==> src/design/aps_pkg.sv <==
// Shared types, constants and the interval helper for the announcement period scheduler.
// Used by aps_div, aps_dp, aps_ctrl and the top level.
package aps_pkg;

  localparam logic [1:0] MODE_POLL   = 2'd0;
  localparam logic [1:0] MODE_ADD    = 2'd1;
  localparam logic [1:0] MODE_REMOVE = 2'd2;

  localparam logic [31:0] MIN_PERIOD  = 32'd10;
  localparam logic [31:0] MAX_PERIOD  = 32'd31536000;  // one year in seconds
  localparam logic [31:0] EARLY_COUNT = 32'd5;
  localparam logic [15:0] POLL_RESET  = 16'd60;

  // ceil(2^35/10); product >> 35 is p/10 and product >> 34 is p/5, exact for 32-bit p
  localparam logic [31:0] RECIP_10 = 32'hCCCC_CCCD;

  localparam int unsigned DIV_STEPS = 31;  // bits of the jitter value

  typedef struct packed {
    logic [31:0] period;
    logic [31:0] last;
    logic [31:0] count;
  } slot_word_t;

  typedef enum logic [2:0] {
    ST_IDLE,
    ST_DISPATCH,
    ST_SCAN,
    ST_COMMIT,
    ST_ADD_IV,
    ST_ADD_DIV,
    ST_FINISH
  } state_t;

  typedef struct packed {
    logic load;       // capture the input transaction
    logic dispatch;   // preset result, remove, start of a scan
    logic mul_add;    // multiplier takes the added period
    logic issue;      // read the next slot into the scan pipe
    logic div_start;  // load the remainder unit
    logic add_write;  // store the added slot
    logic commit;     // commit a due slot, set the poll timeout
    logic out_load;   // move the result to the output register
  } cmd_t;

  typedef struct packed {
    logic [1:0] mode;
    logic       issue_done;
    logic       scan_end;
    logic       div_busy;
    logic       out_busy;
  } stat_t;

  function automatic logic [31:0] interval(input logic [31:0] count,
                                           input logic [31:0] period,
                                           input logic [63:0] prod);
    logic [31:0] iv;
    if (count == 32'd0) begin
      iv = 32'(prod[63:35]);
    end else if (count < EARLY_COUNT) begin
      iv = 32'(prod[63:34]);
    end else begin
      iv = period;
    end
    if (iv == 32'd0) begin
      iv = 32'd1;
    end
    return iv;
  endfunction

endpackage

==> src/design/aps_div.sv <==
// Bit-serial remainder unit: 31-bit dividend modulo a 32-bit divisor, one bit per cycle.
// Depends on aps_pkg.
module aps_div (
  input  logic        clk,
  input  logic        rst,
  input  logic        start,
  input  logic [30:0] dividend,
  input  logic [31:0] divisor,
  output logic        busy,
  output logic [31:0] rem
);

  logic [30:0] quo_sh;
  logic [31:0] dvs;
  logic [4:0]  cnt;
  logic [32:0] trial;

  assign trial = {rem, quo_sh[30]};

  always_ff @(posedge clk) begin
    if (rst) begin
      busy <= 1'b0;
      cnt  <= 5'd0;
    end else if (start) begin
      busy <= 1'b1;
      cnt  <= 5'(aps_pkg::DIV_STEPS);
    end else if (busy) begin
      cnt <= cnt - 5'd1;
      if (cnt == 5'd1) begin
        busy <= 1'b0;
      end
    end
  end

  always_ff @(posedge clk) begin
    if (start) begin
      quo_sh <= dividend;
      dvs    <= divisor;
      rem    <= 32'd0;
    end else if (busy) begin
      quo_sh <= {quo_sh[29:0], 1'b0};
      // remainder stays below the divisor, so the trial fits 33 bits
      if (trial >= {1'b0, dvs}) begin
        rem <= 32'(trial - {1'b0, dvs});
      end else begin
        rem <= trial[31:0];
      end
    end
  end

endmodule

==> src/design/aps_dp.sv <==
// Datapath: slot memory, valid bits, scan pipeline with shared multiplier,
// remainder unit, config register and output register. Depends on aps_pkg, aps_div.
module aps_dp #(
  parameter int NUM_SLOTS = 8
) (
  input  logic                clk,
  input  logic                rst,
  input  aps_pkg::cmd_t       cmd,
  output aps_pkg::stat_t      stat,
  input  logic [1:0]          in_mode,
  input  logic [130:0]        in_data,
  input  logic                cfg_valid,
  input  logic [15:0]         cfg_data,
  input  logic                out_ready,
  output logic                out_valid,
  output logic [36:0]         out_data
);

  localparam int IDX_W = (NUM_SLOTS > 1) ? $clog2(NUM_SLOTS) : 1;
  localparam int CNT_W = $clog2(NUM_SLOTS + 1);

  // captured transaction
  logic [1:0]  mode;
  logic [2:0]  slot;
  logic [31:0] now_s;
  logic [31:0] add_period;
  logic [30:0] rand_value;
  logic [31:0] current_timeout;
  logic        can_send;

  logic [15:0] poll_timeout;

  logic [NUM_SLOTS-1:0]  slot_valid;
  aps_pkg::slot_word_t   mem [NUM_SLOTS];
  aps_pkg::slot_word_t   rd_word;
  aps_pkg::slot_word_t   wr_word;
  logic [IDX_W-1:0]      wr_addr;
  logic                  wr_en;

  logic             slot_ok;
  logic [IDX_W-1:0] slot_idx;

  // scan pipeline
  logic [CNT_W-1:0] scan_cnt;
  logic [IDX_W-1:0] scan_addr;
  logic             a_vld, a_sv;
  logic [IDX_W-1:0] a_idx;
  logic             b_vld, b_sched;
  logic [IDX_W-1:0] b_idx;
  logic [31:0]      b_period, b_last, b_count;
  logic [63:0]      prod;
  logic [31:0]      mul_a;
  logic             c_vld, c_sched;
  logic [IDX_W-1:0] c_idx;
  logic [31:0]      c_period, c_count, c_next;
  logic             due;
  logic [31:0]      diff;
  logic             eval_done;

  // found slot and result
  logic [IDX_W-1:0] f_idx;
  logic [31:0]      f_period, f_count;
  logic             res_found, res_ok;
  logic [2:0]       res_slot;
  logic [31:0]      res_tmo;

  logic [31:0] div_rem;
  logic        div_busy;

  assign slot_ok  = 32'(slot) < 32'(NUM_SLOTS);
  assign slot_idx = IDX_W'(slot);
  assign scan_addr = scan_cnt[IDX_W-1:0];

  always_ff @(posedge clk) begin
    if (cmd.load) begin
      mode            <= in_mode;
      slot            <= in_data[2:0];
      now_s           <= in_data[34:3];
      add_period      <= in_data[66:35];
      rand_value      <= in_data[97:67];
      current_timeout <= in_data[129:98];
      can_send        <= in_data[130];
    end
  end

  always_ff @(posedge clk) begin
    if (rst) begin
      poll_timeout <= aps_pkg::POLL_RESET;
    end else if (cfg_valid) begin
      poll_timeout <= cfg_data;
    end
  end

  // slot memory: one write port, registered read at the scan address
  always_comb begin
    if (cmd.add_write) begin
      wr_addr = slot_idx;
      wr_word = '{period: add_period, last: now_s - div_rem, count: 32'd0};
      wr_en   = slot_ok;
    end else begin
      wr_addr = f_idx;
      wr_word = '{period: f_period, last: now_s, count: f_count + 32'd1};
      wr_en   = cmd.commit && res_found && can_send;
    end
  end

  always_ff @(posedge clk) begin
    if (wr_en) begin
      mem[wr_addr] <= wr_word;
    end
    rd_word <= mem[scan_addr];
  end

  always_ff @(posedge clk) begin
    if (rst) begin
      slot_valid <= '0;
    end else if (cmd.dispatch && mode == aps_pkg::MODE_REMOVE && slot_ok) begin
      slot_valid[slot_idx] <= 1'b0;
    end else if (cmd.add_write && slot_ok) begin
      slot_valid[slot_idx] <= 1'b1;
    end
  end

  // scan pipeline control
  always_ff @(posedge clk) begin
    if (rst) begin
      scan_cnt  <= '0;
      a_vld     <= 1'b0;
      b_vld     <= 1'b0;
      c_vld     <= 1'b0;
      eval_done <= 1'b0;
    end else if (cmd.dispatch) begin
      scan_cnt  <= '0;
      a_vld     <= 1'b0;
      b_vld     <= 1'b0;
      c_vld     <= 1'b0;
      eval_done <= 1'b0;
    end else begin
      a_vld <= cmd.issue && !stat.issue_done;
      if (cmd.issue && !stat.issue_done) begin
        scan_cnt <= scan_cnt + CNT_W'(1);
      end
      b_vld <= a_vld;
      c_vld <= b_vld;
      if (c_vld && c_idx == IDX_W'(NUM_SLOTS - 1)) begin
        eval_done <= 1'b1;
      end
    end
  end

  assign mul_a = cmd.mul_add ? add_period : rd_word.period;

  always_ff @(posedge clk) begin
    a_idx <= scan_addr;
    a_sv  <= slot_valid[scan_addr];

    prod     <= 64'(mul_a) * 64'(aps_pkg::RECIP_10);
    b_idx    <= a_idx;
    b_period <= rd_word.period;
    b_last   <= rd_word.last;
    b_count  <= rd_word.count;
    b_sched  <= a_sv && rd_word.period >= aps_pkg::MIN_PERIOD
                     && rd_word.period <= aps_pkg::MAX_PERIOD;

    c_idx    <= b_idx;
    c_sched  <= b_sched;
    c_period <= b_period;
    c_count  <= b_count;
    c_next   <= b_last + aps_pkg::interval(b_count, b_period, prod);
  end

  // no wrap correction on the due test
  assign due  = c_next <= now_s;
  assign diff = c_next - now_s;

  always_ff @(posedge clk) begin
    if (cmd.dispatch) begin
      res_found <= 1'b0;
      res_slot  <= 3'd0;
      res_tmo   <= 32'd0;
      res_ok    <= 1'b0;
      unique case (mode)
        aps_pkg::MODE_POLL: begin
          res_tmo <= current_timeout;
          res_ok  <= 1'b1;
        end
        aps_pkg::MODE_ADD:    res_ok <= slot_ok;
        aps_pkg::MODE_REMOVE: res_ok <= slot_ok && slot_valid[slot_idx];
        default:              res_ok <= 1'b0;
      endcase
    end else if (cmd.commit) begin
      if (res_found) begin
        res_tmo <= 32'(poll_timeout);
      end
    end else if (c_vld && c_sched && !res_found) begin
      if (due) begin
        res_found <= 1'b1;
        res_slot  <= 3'(c_idx);
        f_idx     <= c_idx;
        f_period  <= c_period;
        f_count   <= c_count;
      end else if (diff < res_tmo) begin
        res_tmo <= diff;
      end
    end
  end

  aps_div u_div (
    .clk      (clk),
    .rst      (rst),
    .start    (cmd.div_start),
    .dividend (rand_value),
    .divisor  (aps_pkg::interval(32'd0, add_period, prod)),
    .busy     (div_busy),
    .rem      (div_rem)
  );

  always_ff @(posedge clk) begin
    if (rst) begin
      out_valid <= 1'b0;
    end else if (cmd.out_load) begin
      out_valid <= 1'b1;
    end else if (out_ready) begin
      out_valid <= 1'b0;
    end
  end

  always_ff @(posedge clk) begin
    if (cmd.out_load) begin
      out_data <= {res_ok, res_tmo, res_slot, res_found};
    end
  end

  assign stat.mode       = mode;
  assign stat.issue_done = scan_cnt == CNT_W'(NUM_SLOTS);
  assign stat.scan_end   = res_found || eval_done;
  assign stat.div_busy   = div_busy;
  assign stat.out_busy   = out_valid && !out_ready;

endmodule

==> src/design/aps_ctrl.sv <==
// Controller state machine: sequences dispatch, slot scan, commit, add jitter
// and result hand-off. Depends on aps_pkg.
module aps_ctrl (
  input  logic           clk,
  input  logic           rst,
  input  logic           in_valid,
  output logic           in_ready,
  input  aps_pkg::stat_t stat,
  output aps_pkg::cmd_t  cmd
);

  aps_pkg::state_t state, state_next;

  always_ff @(posedge clk) begin
    if (rst) begin
      state <= aps_pkg::ST_IDLE;
    end else begin
      state <= state_next;
    end
  end

  always_comb begin
    state_next = state;
    cmd        = '0;
    in_ready   = 1'b0;
    unique case (state)
      aps_pkg::ST_IDLE: begin
        in_ready = 1'b1;
        if (in_valid) begin
          cmd.load   = 1'b1;
          state_next = aps_pkg::ST_DISPATCH;
        end
      end
      aps_pkg::ST_DISPATCH: begin
        cmd.dispatch = 1'b1;
        unique case (stat.mode)
          aps_pkg::MODE_POLL: state_next = aps_pkg::ST_SCAN;
          aps_pkg::MODE_ADD: begin
            cmd.mul_add = 1'b1;
            state_next  = aps_pkg::ST_ADD_IV;
          end
          default: state_next = aps_pkg::ST_FINISH;
        endcase
      end
      aps_pkg::ST_SCAN: begin
        cmd.issue = !stat.issue_done;
        if (stat.scan_end) begin
          state_next = aps_pkg::ST_COMMIT;
        end
      end
      aps_pkg::ST_COMMIT: begin
        cmd.commit = 1'b1;
        state_next = aps_pkg::ST_FINISH;
      end
      aps_pkg::ST_ADD_IV: begin
        cmd.div_start = 1'b1;
        state_next    = aps_pkg::ST_ADD_DIV;
      end
      aps_pkg::ST_ADD_DIV: begin
        if (!stat.div_busy) begin
          cmd.add_write = 1'b1;
          state_next    = aps_pkg::ST_FINISH;
        end
      end
      aps_pkg::ST_FINISH: begin
        if (!stat.out_busy) begin
          cmd.out_load = 1'b1;
          state_next   = aps_pkg::ST_IDLE;
        end
      end
      default: state_next = aps_pkg::ST_IDLE;
    endcase
  end

endmodule

==> src/design/announcement_period_scheduler_core.sv <==
// Announcement period scheduler: a table of announcer slots with add, remove and poll.
// Items enter on s_axis (tuser = mode: 0 poll, 1 add, 2 remove) and each gives one
// result transaction on m_axis. poll_timeout is written on the cfg channel, which is
// always ready; write it only while the block is idle.
// Steps, from the input transaction to the result in the output register:
//   remove or unknown mode: dispatch, then finish
//   poll: dispatch, then the slot scan pipeline (one slot read from the slot memory
//     per cycle, then multiply, interval add and compare stages), which ends early
//     when a due slot is found, then commit and finish
//   add: dispatch with the multiply, then the bit-serial remainder unit (one bit of
//     the 31-bit jitter value per cycle), then the slot write and finish
// One item is in work at a time. A new item is taken while the previous result still
// waits in the output register; a finished item holds in its last state until the
// output register is free, so a stalled receiver stalls the input after one item.
// Reset clears all slots to empty, sets poll_timeout to 60 and empties the output.
module announcement_period_scheduler_core #(
  parameter int NUM_SLOTS = 8
) (
  input  logic         clk,
  input  logic         rst,
  input  logic         s_axis_tvalid,
  output logic         s_axis_tready,
  // slot[2:0], now_s[34:3], add_period[66:35], rand_value[97:67],
  // current_timeout[129:98], can_send[130], zero fill [135:131]
  input  logic [135:0] s_axis_tdata,
  // mode[1:0]
  input  logic [1:0]   s_axis_tuser,
  output logic         m_axis_tvalid,
  input  logic         m_axis_tready,
  // due_found[0], due_slot[3:1], next_poll[35:4], ok[36], zero fill [39:37]
  output logic [39:0]  m_axis_tdata,
  input  logic         cfg_valid,
  output logic         cfg_ready,
  input  logic [15:0]  cfg_data
);

  aps_pkg::cmd_t  cmd;
  aps_pkg::stat_t stat;
  logic [36:0]    out_data;

  assign cfg_ready    = 1'b1;
  assign m_axis_tdata = {3'b000, out_data};

  aps_ctrl u_ctrl (
    .clk      (clk),
    .rst      (rst),
    .in_valid (s_axis_tvalid),
    .in_ready (s_axis_tready),
    .stat     (stat),
    .cmd      (cmd)
  );

  aps_dp #(
    .NUM_SLOTS (NUM_SLOTS)
  ) u_dp (
    .clk       (clk),
    .rst       (rst),
    .cmd       (cmd),
    .stat      (stat),
    .in_mode   (s_axis_tuser),
    .in_data   (s_axis_tdata[130:0]),
    .cfg_valid (cfg_valid),
    .cfg_data  (cfg_data),
    .out_ready (m_axis_tready),
    .out_valid (m_axis_tvalid),
    .out_data  (out_data)
  );

endmodule
==> config.mk <==
export PLATFORM = sky130hd
export DESIGN_NAME = announcement_period_scheduler_core
export DESIGN_NICKNAME = d
export VERILOG_FILES = /design/src/design/aps_pkg.sv /design/src/design/aps_div.sv /design/src/design/aps_dp.sv /design/src/design/aps_ctrl.sv /design/src/design/announcement_period_scheduler_core.sv
export SDC_FILE = /design/constraint.sdc
export NUM_CORES = 2
export LEC_CHECK = 0
export BUFFER_PORTS_ARGS = -buffer_cell sky130_fd_sc_hd__buf_2
export CORE_ASPECT_RATIO = 1.4
export CORE_MARGIN = 3
export CORE_UTILIZATION = 64
export CTS_BUF_LIST = sky130_fd_sc_hd__clkbuf_4 sky130_fd_sc_hd__clkbuf_8
export CTS_CLUSTER_DIAMETER = 40
export CTS_CLUSTER_SIZE = 28
export DETAILED_ROUTE_END_ITERATION = 10
export GPL_TIMING_DRIVEN = 0
export PLACE_DENSITY = 0.85
export SLEW_MARGIN = 15
export SYNTH_ARGS = -nofsm -noshare
export SYNTH_HDL_FRONTEND = slang
export SYNTH_HIERARCHICAL = 1
export SYNTH_SLANG_ARGS = --single-unit
export TNS_END_PERCENT = 10
==> constraint.sdc <==
create_clock -name clk -period 17.3 [get_ports clk]
set_input_delay 3.46 -clock clk [delete_from_list [all_inputs] [get_ports clk]]
set_output_delay 3.46 -clock clk [all_outputs]
set_load 0.02 [all_outputs]
## Yosys cells after proc, flatten, opt, wreduce, memory -nomap -nowiden

Memory sizes are Yosys's and may differ from the RTL's. A register that Yosys moved wholly into a read port is not among the register bits.
Index checks and enable logic that the tools add are counted.

- Add/sub/neg operators: 7
- Multiply operators: 1
- Order comparisons: 9
- Equal/unequal tests: 17
- Muxes and demuxes: 53
- Bitwise operators: 5
- Reductions and logical operators: 31

Operator list:

| operator | count |
|---|---|
| $mux W32 | 12 |
| $logic_not A32 Y1 | 3 |
| $mux W96 | 1 |
| $sub A32 B32 Y32 | 3 |
| $mul A32 B32 Y64 const B | 1 |
| $mux W31 | 2 |
| $ge A33 B32 Y1 | 1 |
| $add A32 B1 Y32 const B | 1 |
| $add A32 B32 Y32 | 1 |
| $ge A32 B4 Y1 const B | 1 |
| $le A32 B25 Y1 const B | 1 |
| $le A32 B32 Y1 | 1 |
| $lt A32 B3 Y1 const B | 1 |
| $lt A32 B32 Y1 | 1 |
| $mux W1 | 22 |
| $pmux W3 S7 | 1 |
| $mux W8 | 2 |
| $mux W3 | 5 |
| $eq A3 B3 Y1 const B | 4 |
| $reduce_and A4 Y1 | 3 |
| $logic_and A1 B1 Y1 | 11 |
| $mux W5 | 2 |
| $and A8 B8 Y8 | 1 |
| $lt A3 B4 Y1 const B | 2 |
| 28 further kinds | 40 |

- Register bits: 679
- Bits in writable memories: 768
- Input bits: 159
- Word-level logic and storage cells: 167
- Memories kept: 1

Memories:

| memory | depth | bits a word | read ports | clocked after memory_dff | wr ports | line | source |
|---|---|---|---|---|---|---|---|
| u_dp.mem | 8 | 96 | 1 | 1 | 1 | aps_dp.sv:34 | `aps_pkg::slot_word_t mem [NUM_SLOTS];` |

## Logic depth before layout (Yosys ltp)

- Depth after elaboration: 7
- Gate-level depth with buffers: 33
- Depth with buffers taken out: 29

## By module

The synthesis kept the hierarchy.

Modules (own cells, without submodules):

| module | times used | cells each | area an instance (µm²) | sequential area each (µm²) |
|---|---|---|---|---|
| aps_dp | 1 | 4869 | 70586.4 | 38516.9 |
| aps_div | 1 | 565 | 5728.0 | 2652.5 |
| aps_ctrl | 1 | 31 | 287.8 | 60.1 |
| announcement_period_scheduler_core | 1 | 6 | 37.5 | 0.0 |

## Worst setup path after synthesis

No wires, ideal clock.

- Kind: flip-flop to flip-flop
- Start: register u_ctrl.state[2]
- End: register u_dp.prod[59]
- Library setup time: 0.126 ns
- Data arrival time: 8.370 ns
- Data required time: 17.174 ns
- Slack: 8.804 ns
- Cell stages (with the launch flop): 31
- Buffers on the path: 4
- Period minus slack after synthesis: 8.496 ns
- Path through: dfxtp_1 buf_6 nor3b_2 nor3b_2 buf_4 clkbuf_1 buf_1 mux2_2 ha_1 inv_1 fa_1 inv_1 fa_1 inv_1 fa_1 inv_1 fa_1 fa_1 fa_1 fa_1 ha_1 a21o_1 a21o_1 a21o_1 a221oi_2 o21ai_0 or2_1 a21o_1 a21o_1 a41o_1 xor2_1

RTL lines:

| element | line | source |
|---|---|---|
| start: declaration | aps_ctrl.sv:12 | `aps_pkg::state_t state, state_next;` |
| start signal: assignment | aps_ctrl.sv:16 | `state <= aps_pkg::ST_IDLE;` |
| start signal: assignment | aps_ctrl.sv:18 | `state <= state_next;` |
| end signal: assignment | aps_dp.sv:157 | `prod <= 64'(mul_a) * 64'(aps_pkg::RECIP_10);` |
| end: declaration | aps_dp.sv:51 | `logic [63:0] prod;` |

==> metrics.md <==
| Metric | Value |
|---|---|
| Post-route core utilization | `71.3%` |
| Final min period | `11780 ps` |
| Arrival time of the worst setup path | `12600 ps` |
| Clk pin slew, worst setup/hold paths | `140 ps` |
| Least-Margin Pin Slew | `1280 ps` |
| Gr busiest metal | `met2` |
| Warnings from Yosys | `6` |
| GRT met1 Usage | `40.7%` |
| Clock Sinks | `1509` |
| Core Region | `118000 µm²` |
| Port bufs | `192` |
| Drt first pass iters | `10` |
| FF-to-FF Start | `u_ctrl/state[2]` |
| Critical path type | `register to register` |
| Fin Setup TNS | `0 ps` |
| Count leader, synth | `edfxtp_1` |
| Critical Path RT | `18120 ps` |
| Crit share post-route | `68.1%` |
| Post-CTS sizing | `0` |
| Initial DRC count | `4544` |
| Status | `finished, final reports clean` |
| Area leader, netlist | `edfxtp_1` |
| Worst min path class | `register to register` |
| Final hold vios | `0` |
| Via-to-Cell Ratio | `6.26` |
| Routed Wire Length | `209000 µm` |
| Rows | `149` |
| Top FF cell, synth | `edfxtp_1` |
| Layout area overhead | `10.2%` |
| Worst slew margin | `14.5%` |
| Setup violators final | `0` |
| Post-DP HPWL | `158000 µm` |
| Final worst slack | `5520 ps` |
| Total gr overflow | `0` |
| DP Area | `81000 µm²` |
| Final Skew | `97.0 ps` |
| Critical Path Start Type | `register` |
| CTS Root Buffer Type | `clkbuf_8` |
| Die footprint | `124000 µm²` |
| Area share of the largest cell type after synthesis | `43.1%` |
| Area contributors post-synth | `edfxtp_1, dfxtp_1, fa_1, ha_1, mux4_2` |
| Vias in the first global route | `49800` |
| Clock Latency Late Sink | `940 ps` |
| Final ANT Viol Nets | `0` |
| CP Max Fanout | `10` |
| Crit path launch | `u_ctrl/state[2]` |
| Crit-path slowest cell | `mux2i_1` |
| CTS Buf Count | `120` |
| Syn Inst Count | `5471` |
| Setup repair bufs after CTS | `0` |
| Die Ht | `415 µm` |
| Final Slew Violations | `0` |
| Initial antenna violation count | `5` |
| CP Buf/Inv Count | `9` |
| Delay-heaviest family, CP | `adder cells` |
| Post-synthesis register bit count | `1509` |
| Critical path capture point type | `register` |
| RSZ-0062 raised after global routing | `false` |
| Largest regs | `u_dp/mem x768, u_dp/rd_word x96, u_dp/out_data x37` |
| EDFF count, synth | `1101` |
| Seq/Total Area, Yosys | `53.8%` |
| DRC Markers | `0` |
| CTS tree | `yes` |
| Max Cap Viol | `0` |
| Top reg by flops | `u_dp/mem` |
| Share of post-route cells with drive strength above 1 | `16.0%` |
| Syn avg cell area | `14.0 µm²` |
| Design area | `84400 µm²` |
| Chip width | `298 µm` |
| Nets | `6898` |
| CP most frequent cell | `fa_1` |
| Ports | `202` |
| Synth Cell Area | `76600 µm²` |
| CP peak stage delay | `790 ps` |
| Clk buf depth | `3` |
| Global-route wire length before repair | `312000 µm` |
| Vias | `47200` |
| Met2 Use GR | `55.9%` |
| Met3 GRT Util | `6.07%` |
| Worst hold start | `u_dp/rd_word[28]` |
| Starting density of the core | `64.7%` |
| CTS H-Tree Depth | `3` |
| Place WS | `5780 ps` |
| Synth top cells by count | `edfxtp_1, inv_1, ha_1, dfxtp_1, fa_1` |
| RePlAce Congestion | `1.01` |
| Number of flip-flops under the largest register name | `768` |
| Peak Freq | `84.9 MHz` |
| DR WL/cell | `27.7 µm` |
| Largest net degree at the start of global routing | `59` |
| CTS hold repair buffers | `0` |
| Total GRT Usage | `34.1%` |
| Async SR Flop Fraction | `0%` |
| Distinct cells, synth | `97` |
routing by layer:
layer	up-vias	share of wire, %	wire length (µm)
met2	2627	48	101000
met1	23400	35	72200
li1	20400	-	-
met3	767	8.2	17100
met4	2	9.0	18800
met5	-	0.0062	13
metrics by stage:
stage	instances	hold slack, ps
4_1_cts	7536	301
2_1_floorplan	5475	310
6_report	7541	286
3_3_place_gp	7252	310
5_1_grt	7539	297
3_5_place_dp	7307	312
logic make-up after synthesis:
family	synth area share, %
compound gates	6.73
xor+xnor	2.51
fa+ha+maj	18.4
buf+inv	4.49
flops	53.8
mux	9.48
other cells	0.0147
simple gates	4.57
path summary, 6_finish.rpt:
check                                         to  cells after the start  slack (ps)
worst min register to register  u_dp/b_count[28]                      0         290
worst max-delay path               u_dp/prod[62]                     31        5520
worst min-delay path            u_dp/b_count[28]                      0         290
worst max register to register     u_dp/prod[62]                     31        5520
layout by cell type (no fill, tap or decap), types with 54 or more instances in the layout:
master,instances
clkbuf_1,144
mux4_2,194
clkbuf_8,124
ha_1,504
mux2i_1,54
mux2_2,209
edfxtp_1,1101
xnor2_1,126
nor2_1,204
a21o_1,120
fa_1,390
a21oi_1,205
o21ai_0,111
inv_1,707
buf_2,200
o22ai_1,61
nand3_1,58
nand2_1,164
dfxtp_1,408
xor2_1,94
final cells by class:
cell class                      count  area [µm²]
Inverter                          708        2660
Fill cell                        7299       34000
Tap cell                         1585        1980
Clock buffer                      129        1740
Antenna cell                        4        10.0
Timing Repair Buffer              248        2240
Buffer                            190         785
Multi-Input combinational cell   3068       32100
Clock inverter                    100        1690
Sequential cell                  1509       41200
Power is left out: the tool's default activity adds up to more than one toggle a clock period on the data nets, which glitch-free logic cannot reach.
